### config.mk
export PLATFORM = sky130hd
export DESIGN_NAME = cell_bitmap_hspan_fill
export DESIGN_NICKNAME = d
export VERILOG_FILES = /design/src/rtl/core/cbhf_pkg.sv /design/src/rtl/core/cbhf_addr_unit.sv /design/src/rtl/core/cell_bitmap_hspan_fill.sv
export SDC_FILE = /design/constraint.sdc
export NUM_CORES = 1
export LEC_CHECK = 0
export ABC_AREA = 1
export BUFFER_PORTS_ARGS = -buffer_cell sky130_fd_sc_hd__buf_2
export CAP_MARGIN = 20
export CORE_AREA = 2 2 129 131
export CTS_CLUSTER_DIAMETER = 30
export DETAILED_ROUTE_END_ITERATION = 6
export DIE_AREA = 0 0 131 133
export HOLD_SLACK_MARGIN = 0.12
export PLACE_DENSITY = 0.45
export SLEW_MARGIN = 20
export SYNTH_ARGS = -nofsm -noshare
export SYNTH_HDL_FRONTEND = slang
export SYNTH_HIERARCHICAL = 1
export SYNTH_SLANG_ARGS = --single-unit
### constraint.sdc
create_clock -name clk -period 3.5 [get_ports clk]
set_input_delay 0.525 -clock clk [delete_from_list [all_inputs] [get_ports clk]]
set_output_delay 0.525 -clock clk [all_outputs]
set_load 0.02 [all_outputs]
### src/rtl/core/cbhf_pkg.sv
// Shared types, constants and mask helpers for the horizontal span fill block.
`timescale 1ns / 1ps
`default_nettype none
package cbhf_pkg;

	localparam int unsigned ADDR_W    = 14;
	localparam int unsigned CPR_W     = 6;
	localparam int unsigned X_W       = 9;
	localparam int unsigned Y_W       = 8;
	localparam int unsigned LEN_W     = 9;
	localparam int unsigned CELL_W    = 6;
	localparam int unsigned REM_W     = 6;
	localparam int unsigned BIT_IDX_W = 3;

	localparam logic [LEN_W-1:0]     MAX_SPAN     = 9'd320;
	localparam logic [CPR_W-1:0]     CPR_RESET    = 6'd40;
	localparam logic [BIT_IDX_W-1:0] MUL_LAST_BIT = 3'd5;

	// Operand selection for the shared address adder.
	localparam logic [1:0] OP_NONE   = 2'd0;
	localparam logic [1:0] OP_MUL    = 2'd1;
	localparam logic [1:0] OP_OFFSET = 2'd2;
	localparam logic [1:0] OP_STEP   = 2'd3;

	typedef struct packed {
		logic                 clear;
		logic [1:0]           op;
		logic [BIT_IDX_W-1:0] bit_idx;
	} addr_cmd_t;

	// Leftmost pixel is the MSB, so the left edge keeps the low bits.
	function automatic logic [7:0] left_mask(input logic [2:0] x_lo);
		left_mask = 8'hff >> x_lo;
	endfunction

	function automatic logic [7:0] right_mask(input logic [2:0] end_lo);
		right_mask = 8'hff << (3'd7 - end_lo);
	endfunction

endpackage
`default_nettype wire

### src/rtl/core/cbhf_addr_unit.sv
// Shared address adder: shift-add row multiply, cell offset, and per-write step.
`timescale 1ns / 1ps
`default_nettype none
module cbhf_addr_unit (
	input  wire logic                         clk,
	input  wire logic                         arst_n,
	input  wire cbhf_pkg::addr_cmd_t          cmd,
	input  wire logic [cbhf_pkg::CPR_W-1:0]   cpr,
	input  wire logic [4:0]                   y_cell,
	input  wire logic [2:0]                   y_lo,
	input  wire logic [cbhf_pkg::CELL_W-1:0]  first_cell,
	output      logic [cbhf_pkg::ADDR_W-1:0]  addr
);

	logic [cbhf_pkg::ADDR_W-1:0] acc_q;
	logic [cbhf_pkg::ADDR_W-1:0] operand;
	logic [cbhf_pkg::ADDR_W-1:0] row_term;
	logic [cbhf_pkg::ADDR_W-1:0] sum;

	// (y & 0xf8) shifted by the current multiplier bit position.
	assign row_term = cbhf_pkg::ADDR_W'({y_cell, 3'b000}) << cmd.bit_idx;

	always_comb begin
		case (cmd.op)
			cbhf_pkg::OP_MUL:    operand = cpr[cmd.bit_idx] ? row_term : '0;
			cbhf_pkg::OP_OFFSET: operand = cbhf_pkg::ADDR_W'({first_cell, y_lo});
			cbhf_pkg::OP_STEP:   operand = cbhf_pkg::ADDR_W'(8);
			default:             operand = '0;
		endcase
	end

	assign sum = acc_q + operand;

	always_ff @(posedge clk or negedge arst_n) begin
		if (!arst_n) begin
			acc_q <= '0;
		end else if (cmd.clear) begin
			acc_q <= '0;
		end else begin
			acc_q <= sum;
		end
	end

	assign addr = acc_q;

endmodule
`default_nettype wire

### src/rtl/core/cell_bitmap_hspan_fill.sv
// Top level of the horizontal span fill block for a cell-organized 1-bit bitmap.
`timescale 1ns / 1ps
`default_nettype none
// A span request is taken when in_valid is high and in_stall is low; the block then
// stalls its input until the last byte write of the span has been transferred. One
// shared 14-bit adder does all address work: a shift-add over the six bits of
// cells_per_row forms the cell row base, the ST_OFFSET step adds the starting cell and
// the pixel line, and then the adder steps the address by 8 after each byte write that
// is transferred. A span touches 1 to 41 bytes, and a zero-length request is dropped in
// the cycle it is taken.
// cells_per_row may be written only while no span is in progress.
module cell_bitmap_hspan_fill (
	input  wire logic                          clk,
	input  wire logic                          arst_n,
	input  wire logic                          cfg_wr_en,
	input  wire logic [cbhf_pkg::CPR_W-1:0]    cfg_wr_data,
	input  wire logic                          in_valid,
	output      logic                          in_stall,
	input  wire logic [cbhf_pkg::X_W-1:0]      x_start,
	input  wire logic [cbhf_pkg::Y_W-1:0]      y_line,
	input  wire logic [cbhf_pkg::LEN_W-1:0]    span_length,
	input  wire logic                          pixel_colour,
	output      logic                          out_valid,
	input  wire logic                          out_stall,
	output      logic [cbhf_pkg::ADDR_W-1:0]   byte_address,
	output      logic [7:0]                    bit_mask,
	output      logic                          write_value,
	output      logic                          last_write
);

	localparam logic [1:0] ST_IDLE   = 2'd0;
	localparam logic [1:0] ST_MUL    = 2'd1;
	localparam logic [1:0] ST_OFFSET = 2'd2;
	localparam logic [1:0] ST_EMIT   = 2'd3;

	logic [1:0]                      state_q;
	logic [cbhf_pkg::CPR_W-1:0]      cpr_q;
	logic [cbhf_pkg::BIT_IDX_W-1:0]  bit_idx_q;
	logic [cbhf_pkg::REM_W-1:0]      rem_q;
	logic                            first_q;
	logic [2:0]                      x_lo_q;
	logic [2:0]                      end_lo_q;
	logic [4:0]                      y_cell_q;
	logic [2:0]                      y_lo_q;
	logic [cbhf_pkg::CELL_W-1:0]     first_cell_q;
	logic                            colour_q;

	logic                            in_xfer;
	logic                            out_xfer;
	logic [cbhf_pkg::LEN_W-1:0]      len_sat;
	logic [cbhf_pkg::X_W:0]          end_px;
	logic [cbhf_pkg::X_W-3:0]        cell_diff;
	logic [7:0]                      mask_l;
	logic [7:0]                      mask_r;
	cbhf_pkg::addr_cmd_t             cmd;

	assign in_stall = (state_q != ST_IDLE);
	assign in_xfer  = in_valid && !in_stall;
	assign out_valid = (state_q == ST_EMIT);
	assign out_xfer = out_valid && !out_stall;

	assign len_sat = (span_length > cbhf_pkg::MAX_SPAN) ? cbhf_pkg::MAX_SPAN : span_length;
	assign end_px = {1'b0, x_start} + {1'b0, len_sat} - (cbhf_pkg::X_W+1)'(1);
	// Last touched cell minus first; at most 40 for a saturated span.
	assign cell_diff = end_px[cbhf_pkg::X_W:3] - {1'b0, x_start[cbhf_pkg::X_W-1:3]};

	always_comb begin
		cmd.clear   = in_xfer;
		cmd.bit_idx = bit_idx_q;
		case (state_q)
			ST_MUL:    cmd.op = cbhf_pkg::OP_MUL;
			ST_OFFSET: cmd.op = cbhf_pkg::OP_OFFSET;
			ST_EMIT:   cmd.op = out_xfer ? cbhf_pkg::OP_STEP : cbhf_pkg::OP_NONE;
			default:   cmd.op = cbhf_pkg::OP_NONE;
		endcase
	end

	cbhf_addr_unit u_addr (
		.clk        (clk),
		.arst_n     (arst_n),
		.cmd        (cmd),
		.cpr        (cpr_q),
		.y_cell     (y_cell_q),
		.y_lo       (y_lo_q),
		.first_cell (first_cell_q),
		.addr       (byte_address)
	);

	always_ff @(posedge clk or negedge arst_n) begin
		if (!arst_n) begin
			cpr_q <= cbhf_pkg::CPR_RESET;
		end else if (cfg_wr_en) begin
			cpr_q <= cfg_wr_data;
		end
	end

	always_ff @(posedge clk or negedge arst_n) begin
		if (!arst_n) begin
			state_q   <= ST_IDLE;
			bit_idx_q <= '0;
			rem_q     <= '0;
			first_q   <= 1'b0;
		end else begin
			case (state_q)
				ST_IDLE: begin
					// A zero-length request produces no writes and is simply dropped.
					if (in_xfer && (span_length != '0)) begin
						state_q   <= ST_MUL;
						bit_idx_q <= '0;
						rem_q     <= cell_diff[cbhf_pkg::REM_W-1:0];
						first_q   <= 1'b1;
					end
				end
				ST_MUL: begin
					bit_idx_q <= bit_idx_q + cbhf_pkg::BIT_IDX_W'(1);
					if (bit_idx_q == cbhf_pkg::MUL_LAST_BIT) begin
						state_q <= ST_OFFSET;
					end
				end
				ST_OFFSET: begin
					state_q <= ST_EMIT;
				end
				ST_EMIT: begin
					if (out_xfer) begin
						first_q <= 1'b0;
						rem_q   <= rem_q - cbhf_pkg::REM_W'(1);
						if (rem_q == '0) begin
							state_q <= ST_IDLE;
						end
					end
				end
				default: begin
					state_q <= ST_IDLE;
				end
			endcase
		end
	end

	// Request fields, captured at the input transfer.
	always_ff @(posedge clk) begin
		if (in_xfer) begin
			x_lo_q       <= x_start[2:0];
			end_lo_q     <= end_px[2:0];
			y_cell_q     <= y_line[7:3];
			y_lo_q       <= y_line[2:0];
			first_cell_q <= x_start[cbhf_pkg::X_W-1:3];
			colour_q     <= pixel_colour;
		end
	end

	assign mask_l = first_q ? cbhf_pkg::left_mask(x_lo_q) : 8'hff;
	assign mask_r = (rem_q == '0) ? cbhf_pkg::right_mask(end_lo_q) : 8'hff;

	assign bit_mask    = mask_l & mask_r;
	assign write_value = colour_q;
	assign last_write  = (rem_q == '0);

endmodule
`default_nettype wire

* Word-level counts from Yosys, hierarchy flattened
Index checks and enable logic that the tools add are counted.
** Storage, ports and cells
- Output and inout bits :: 26
- Register bits after elaboration :: 53
- Logic and storage cells :: 73
- Input port bits :: 38
** Cells by class
- Order comparisons :: 2
- Reduce and logical (&&, ||, !) cells :: 14
- Multiplexer cells :: 23
- Equality and inequality tests :: 11
- Shift-type cells :: 3
- Bitwise gates (word level) :: 1
- $add $sub $neg :: 7
** Operators by type and width (count)
- case mux 14 bit (3 select lines) :: 1
- 2-to-1 mux 14 bit :: 2
- 2-to-1 mux 8 bit :: 2
- adder 14 bit :: 1
- left shift 8 x 3 -> 14 bit :: 1
- 2-to-1 mux 6 bit :: 2
- case mux 6 bit (2 select lines) :: 1
- 2-to-1 mux 2 bit :: 5
- adder 9 bit :: 1
- greater-than comparator 9 bit (second input constant) :: 1
- 2-to-1 mux 9 bit :: 1
- nonzero test 9 bit :: 1
- subtractor 9 x 1 -> 9 bit (second input constant) :: 1
- AND 8 bit :: 1
- equality test 2 bit (second input constant) :: 4
- case mux 2 bit (4 select lines) :: 1
- left shift 8 x 3 -> 8 bit (first input constant) :: 1
- >> shifter 8 x 3 -> 8 bit (first input constant) :: 1
- logical NOT 6 bit :: 1
- case mux 2 bit (3 select lines) :: 1
- case mux 3 bit (2 select lines) :: 1
- nonzero test 2 bit :: 3
- subtractor 6 x 1 -> 6 bit (second input constant) :: 1
- subtractor 6 bit :: 1
- other kinds (17) :: 25

* Logic depth before layout (Yosys ltp)
- Word-level depth :: 8
- Mapped depth :: 24
- Mapped depth without buffers :: 24

* By module
Netlist, hierarchy kept.
** By module, submodules not included
- cell_bitmap_hspan_fill :: area an instance 2534.9 um^2, sequential area each 1083.5 um^2, cells an instance 284, times used 1
- cbhf_addr_unit :: area an instance 1552.7 um^2, sequential area each 350.3 um^2, cells an instance 261, times used 1

* Worst setup path before layout
Ideal clock, no wire load.
- Path kind :: input to register
- Start :: in span_length[5] (netlist name)
- End :: reg rem_q[5] (netlist name)
- Cell stages on the path :: 24
- Buffers on the path :: 0
- Slack :: -0.164 ns
- Data required time :: 3.427 ns
- Library setup time :: 0.073 ns
- Data arrival time :: 3.591 ns
- Cells stage by stage :: nor2_1 > nand3_2 > o31ai_1 > nor2_1 > inv_1 > nand2_1 > ha_1 > inv_1 > ha_1 > inv_1 > fa_1 > o21ai_0 > nand2_1 > nand2_1 > a21oi_1 > xnor2_1 > ha_1 > a21oi_1 > nand2_1 > nor2_1 > inv_1 > nand2_1 > nand3_1 > a21oi_2
** Between the ends
- Longest elaborated chain between the ends :: 7
- Elaborated cells on any way between the ends :: 11
- Classes of those cells :: add/sub (3); order compare (1); eq/ne (1); mux (3); reduce/logical (3)
** Ends and longest elaborated chain
- start, declared :: line cell_bitmap_hspan_fill.sv:21 : input wire logic [cbhf_pkg::LEN_W-1:0] span_length,
- greater-than comparator 9 bit :: line cell_bitmap_hspan_fill.sv:62 : assign len_sat = (span_length > cbhf_pkg::MAX_SPAN) ? cbhf_pkg::MAX_SPAN : span_length;
- 2-to-1 mux 9 bit :: line cell_bitmap_hspan_fill.sv:62
- adder 9 bit :: line cell_bitmap_hspan_fill.sv:63 : assign end_px = {1'b0, x_start} + {1'b0, len_sat} - (cbhf_pkg::X_W+1)'(1);
- subtractor 9 x 1 -> 9 bit :: line cell_bitmap_hspan_fill.sv:63
- subtractor 6 bit :: line cell_bitmap_hspan_fill.sv:65 : assign cell_diff = end_px[cbhf_pkg::X_W:3] - {1'b0, x_start[cbhf_pkg::X_W-1:3]};
- 2-to-1 mux 6 bit :: line cell_bitmap_hspan_fill.sv:107 : if (in_xfer && (span_length != '0)) begin
- case mux 6 bit (2 select lines) :: line cell_bitmap_hspan_fill.sv:104 : case (state_q)
- end signal, assigned :: line cell_bitmap_hspan_fill.sv:110 : rem_q <= cell_diff[cbhf_pkg::REM_W-1:0];
- end signal, assigned :: line cell_bitmap_hspan_fill.sv:126 : rem_q <= rem_q - cbhf_pkg::REM_W'(1);
- end, declared :: line cell_bitmap_hspan_fill.sv:39 : logic [cbhf_pkg::REM_W-1:0] rem_q;
Several ways; a longest one is shown, not always the timed one. The select of a mux whose other input is x is not followed.
A chain may end at the register's enable or synchronous reset.

* Worst setup path after layout
- Start :: in span_length[0] (netlist name)
- End :: reg rem_q[5] (netlist name)
Same word-level chain as after synthesis.

==> flow_summary.rst <==
.. list-table::
   :header-rows: 1

   * - Metric
     - Value
   * - Outcome
     - complete, no violations
   * - Final setup viols
     - 0
   * - Combinational share of power
     - 60.9%
   * - Routed vias
     - 3629
   * - Number of hold violations in the final report
     - 0
   * - Placer's final routability congestion estimate
     - 0.802
   * - Non-filler instance count after layout
     - 857
   * - Register bit count reported by yosys
     - 53
   * - Area of the core region
     - 16200 um2
   * - Placement row count
     - 47
   * - Net Count, Synth
     - 627
   * - Pleak
     - 2.62 nW
   * - DR pass1 iterations
     - 4
   * - Pin count of the biggest net entering global routing
     - 33
   * - Number of distinct library cells after synthesis
     - 45
   * - Clock share of power
     - 12.7%
   * - Endpoint kind of the worst setup timing path
     - flip-flop
   * - Upper clock frequency limit
     - 294 MHz
   * - Effective utilization at floorplan
     - 25.3%
   * - Total stage count of the critical path
     - 25
   * - Worst Path Required
     - 3730 ps
   * - R2R depth
     - 18
   * - Final slew viol count
     - 0
   * - Die area
     - 17400 um2
   * - Residual DRC
     - 0
   * - Cell repeated most along the worst path
     - sky130_fd_sc_hd__nand2_1
   * - Area share of and/or/nand/nor cells after synthesis
     - 26.4%
   * - Total grt overflow
     - 0
   * - Number of instances in the synthesized netlist
     - 545
   * - Fraction of registers with async set or reset after synthesis
     - 60.4%
   * - Clock skew after layout
     - 7.54 ps
   * - Max-capacitance violation count
     - 0
   * - Final wirelength
     - 10200 um
   * - Number of top-level pins
     - 64
   * - Number of nets in the finished design
     - 718
   * - Switch Pwr
     - 1.95 mW
   * - Combined area of the multi-input logic cells
     - 2400 um2
   * - Crit-path leading delay family
     - adder cells
   * - Pwr Density
     - 767 nW/um2
   * - Rel. slew slack
     - 47.8%
   * - Ys flop type
     - sky130_fd_sc_hd__dfrtp_1
   * - Horizontal die dimension
     - 131 um
   * - Ratio of final minimum period to clock period
     - 97.3%
   * - Fraction of final layout cells sized beyond drive strength 1
     - 25.9%
   * - Slew at the pin closest to its max-slew limit
     - 782 ps
   * - Most used cells in the layout excluding fill and tap cells
     - sky130_fd_sc_hd__nand2_1 (142), sky130_fd_sc_hd__inv_1 (89), sky130_fd_sc_hd__buf_2 (58)
   * - Synthesis Warnings
     - 6
   * - Post-synth EDFFs
     - 21
   * - Number of sinks handled by clock tree synthesis
     - 53
   * - Pre-CTS setup slack
     - -360 ps
   * - Die height
     - 133 um
   * - Wire length of the first global-routing pass
     - 16400 um
   * - Number of port buffers
     - 63
   * - Slowest Stage Delay on Critical Path
     - 380 ps
   * - Area taken by flip-flops and latches
     - 1430 um2
   * - Sequential share of the synthesized area
     - 35.1%
   * - Routed via count divided by cell count
     - 4.23
   * - Switching share of total power
     - 49.1%
   * - Dpl cells
     - 843
   * - HPWL after DPL
     - 8160 um
   * - Clock Root Buffer
     - sky130_fd_sc_hd__clkbuf_16
   * - Clock buffer depth
     - 2
   * - Area growth syn-to-layout
     - 26.7%
   * - Fraction of synthesized area in multiplexers
     - 1.65%
   * - Post-synthesis compound-gate area fraction
     - 10.5%
   * - Post-synthesis instance area
     - 4090 um2
   * - Initial antenna violation count
     - 0
   * - CTS Buf Count
     - 5
   * - CP Max Fanout
     - 4
   * - Critical Path Source Type
     - primary input
   * - Post-route ant nets
     - 0
   * - Internal power
     - 2.02 mW
   * - Antenna Cells
     - 0
   * - Adder-Cell Fraction of Synth Area
     - 14.0%
   * - Worst Path Arrival
     - 3640 ps
   * - Insertion delay of the later-clocked pin in the worst-skew pair
     - 300 ps
   * - Vias in the first global route
     - 3502
   * - Starting DRT DRC Count
     - 168
   * - Max stage delay cell, worst path
     - sky130_fd_sc_hd__fa_2
   * - Layout filler cell count
     - 1725
   * - Relative contribution of sequential cells to total power
     - 26.4%
   * - Synth Area in XOR/XNOR
     - 2.36%
   * - Largest family of logic cells by synthesized area
     - simple AND/OR/NAND/NOR gates
   * - Post-Syn Area per Cell
     - 7.50 um2
   * - Post-CTS clock slew at the launch and capture registers of the worst setup and hold paths
     - 80 ps
   * - Clock H-tree levels
     - 2
   * - Most frequent standard cell in the layout excluding fill and tap cells
     - sky130_fd_sc_hd__nand2_1
   * - Type of the most critical hold path
     - primary input to async pin
   * - Critical path class
     - primary input to flip-flop
   * - TritonCTS clock tree
     - done
   * - Final critical-path required period
     - 3410 ps
   * - Total routing resource utilization after global routing
     - 11.8%
   * - Max IR drop VDD
     - 253 uV
   * - RSZ-0062 raised after global routing
     - yes
   * - Critical path buffer and inverter count
     - 5
   * - PnR worst setup slack
     - 94.2 ps
   * - Routed length per instance
     - 11.9 um
## what timing repair did
action,CTS,global route
buffers inserted,0,6
resized for setup,1,38
endpoints found under the setup margin,2,5
endpoints found under the hold margin,0,0
hold buffers,0,0
cloned,0,0
pin swaps,0,23
## flip-flops by register name (all words and copies together), names as in the netlist
name          flops
u_addr/addr      14
cpr_q             6
first_cell_q      6
rem_q             6
y_cell_q          5
bit_idx_q         3
end_lo_q          3
x_lo_q            3
y_lo_q            3
state_q           2
first_q           1
write_value       1
## power by group through the flow
stage | Sequential, mW | Clock [mW] | Combinational (mW)
after floorplan | 1.09 | 0 | 1.73
after global placement | 1.06 | 0 | 2.35
after detailed placement | 1.06 | 0 | 2.37
after CTS | 1.05 | 0.529 | 2.39
after global routing | 1.08 | 0.550 | 2.78
final | 1.05 | 0.506 | 2.42
## routing by layer
layer / GRT usage, % / wire length (um) / vias to the layer above
met3: 1.86 / 322 / 10
met4: 3.37 / 181 / 0
li1: - / - / 1914
met5: 0 / 0 / -
met1: 14.7 / 4540 / 1649
met2: 20.8 / 5140 / 56
## area by class of cell
class                   instances  area share (%)
inverters                      99            7.39
repair buffers                 88            10.4
flip-flops and latches         53            27.7
multi-input cells             389            46.4
clock buffers                   6            2.49
clock inverters                 2           0.290
well taps                     220            5.32
## worst paths after layout
path / start / end / slack [ps]
max: span_length[0] / rem_q[5] / 90
min: arst_n / u_addr/addr[0] / 300
max reg2reg: state_q[0] / u_addr/addr[13] / 640
min reg2reg: rem_q[0] / rem_q[0] / 490
max in group asynchronous: arst_n / u_addr/addr[4] / 2700
min in group clk: pixel_colour / write_value / 400
## metrics by stage
step | area, um2 | hold slack [ps] | setup TNS (ps) | power, mW | util, %
after floorplan | 4110 | 229 | 0 | 2.82 | -
after global placement | 4810 | 471 | -900 | 3.41 | 29.7
after CTS | 4950 | 350 | 0 | 3.97 | 30.6
final | 5180 | 303 | 0 | 3.97 | 32.0
after global routing | 5180 | 377 | -180 | 4.42 | 32.0
after detailed placement | 4810 | 475 | -1440 | 3.44 | 29.7
## synthesized netlist by cell type (4+ instances only)
cell,instances,area [um2]
sky130_fd_sc_hd__nand2_1,145,544
sky130_fd_sc_hd__inv_1,93,349
sky130_fd_sc_hd__nor2_1,61,229
sky130_fd_sc_hd__ha_1,41,513
sky130_fd_sc_hd__dfrtp_1,30,751
sky130_fd_sc_hd__a21oi_1,29,145
sky130_fd_sc_hd__nand3_1,22,110
sky130_fd_sc_hd__edfxtp_1,21,631
sky130_fd_sc_hd__o21ai_0,21,105
sky130_fd_sc_hd__o21ai_1,7,35.0
sky130_fd_sc_hd__xnor2_1,7,61.3
sky130_fd_sc_hd__mux2_2,6,67.6
sky130_fd_sc_hd__nand2_2,6,37.5
sky130_fd_sc_hd__nor2_2,4,25.0
sky130_fd_sc_hd__o21ai_2,4,35.0
sky130_fd_sc_hd__xor2_1,4,35.0
## cells by family after synthesis
kind of cell               after synthesis
buffers and inverters                  103
DFF                                     53
xor gates and xnor gates                11
adders and majority gates               44
and+or+nand+nor                        254
AOI/OAI and AO/OA                       74
muxes                                    6
Note: power is estimated with default switching activity, not from simulation.
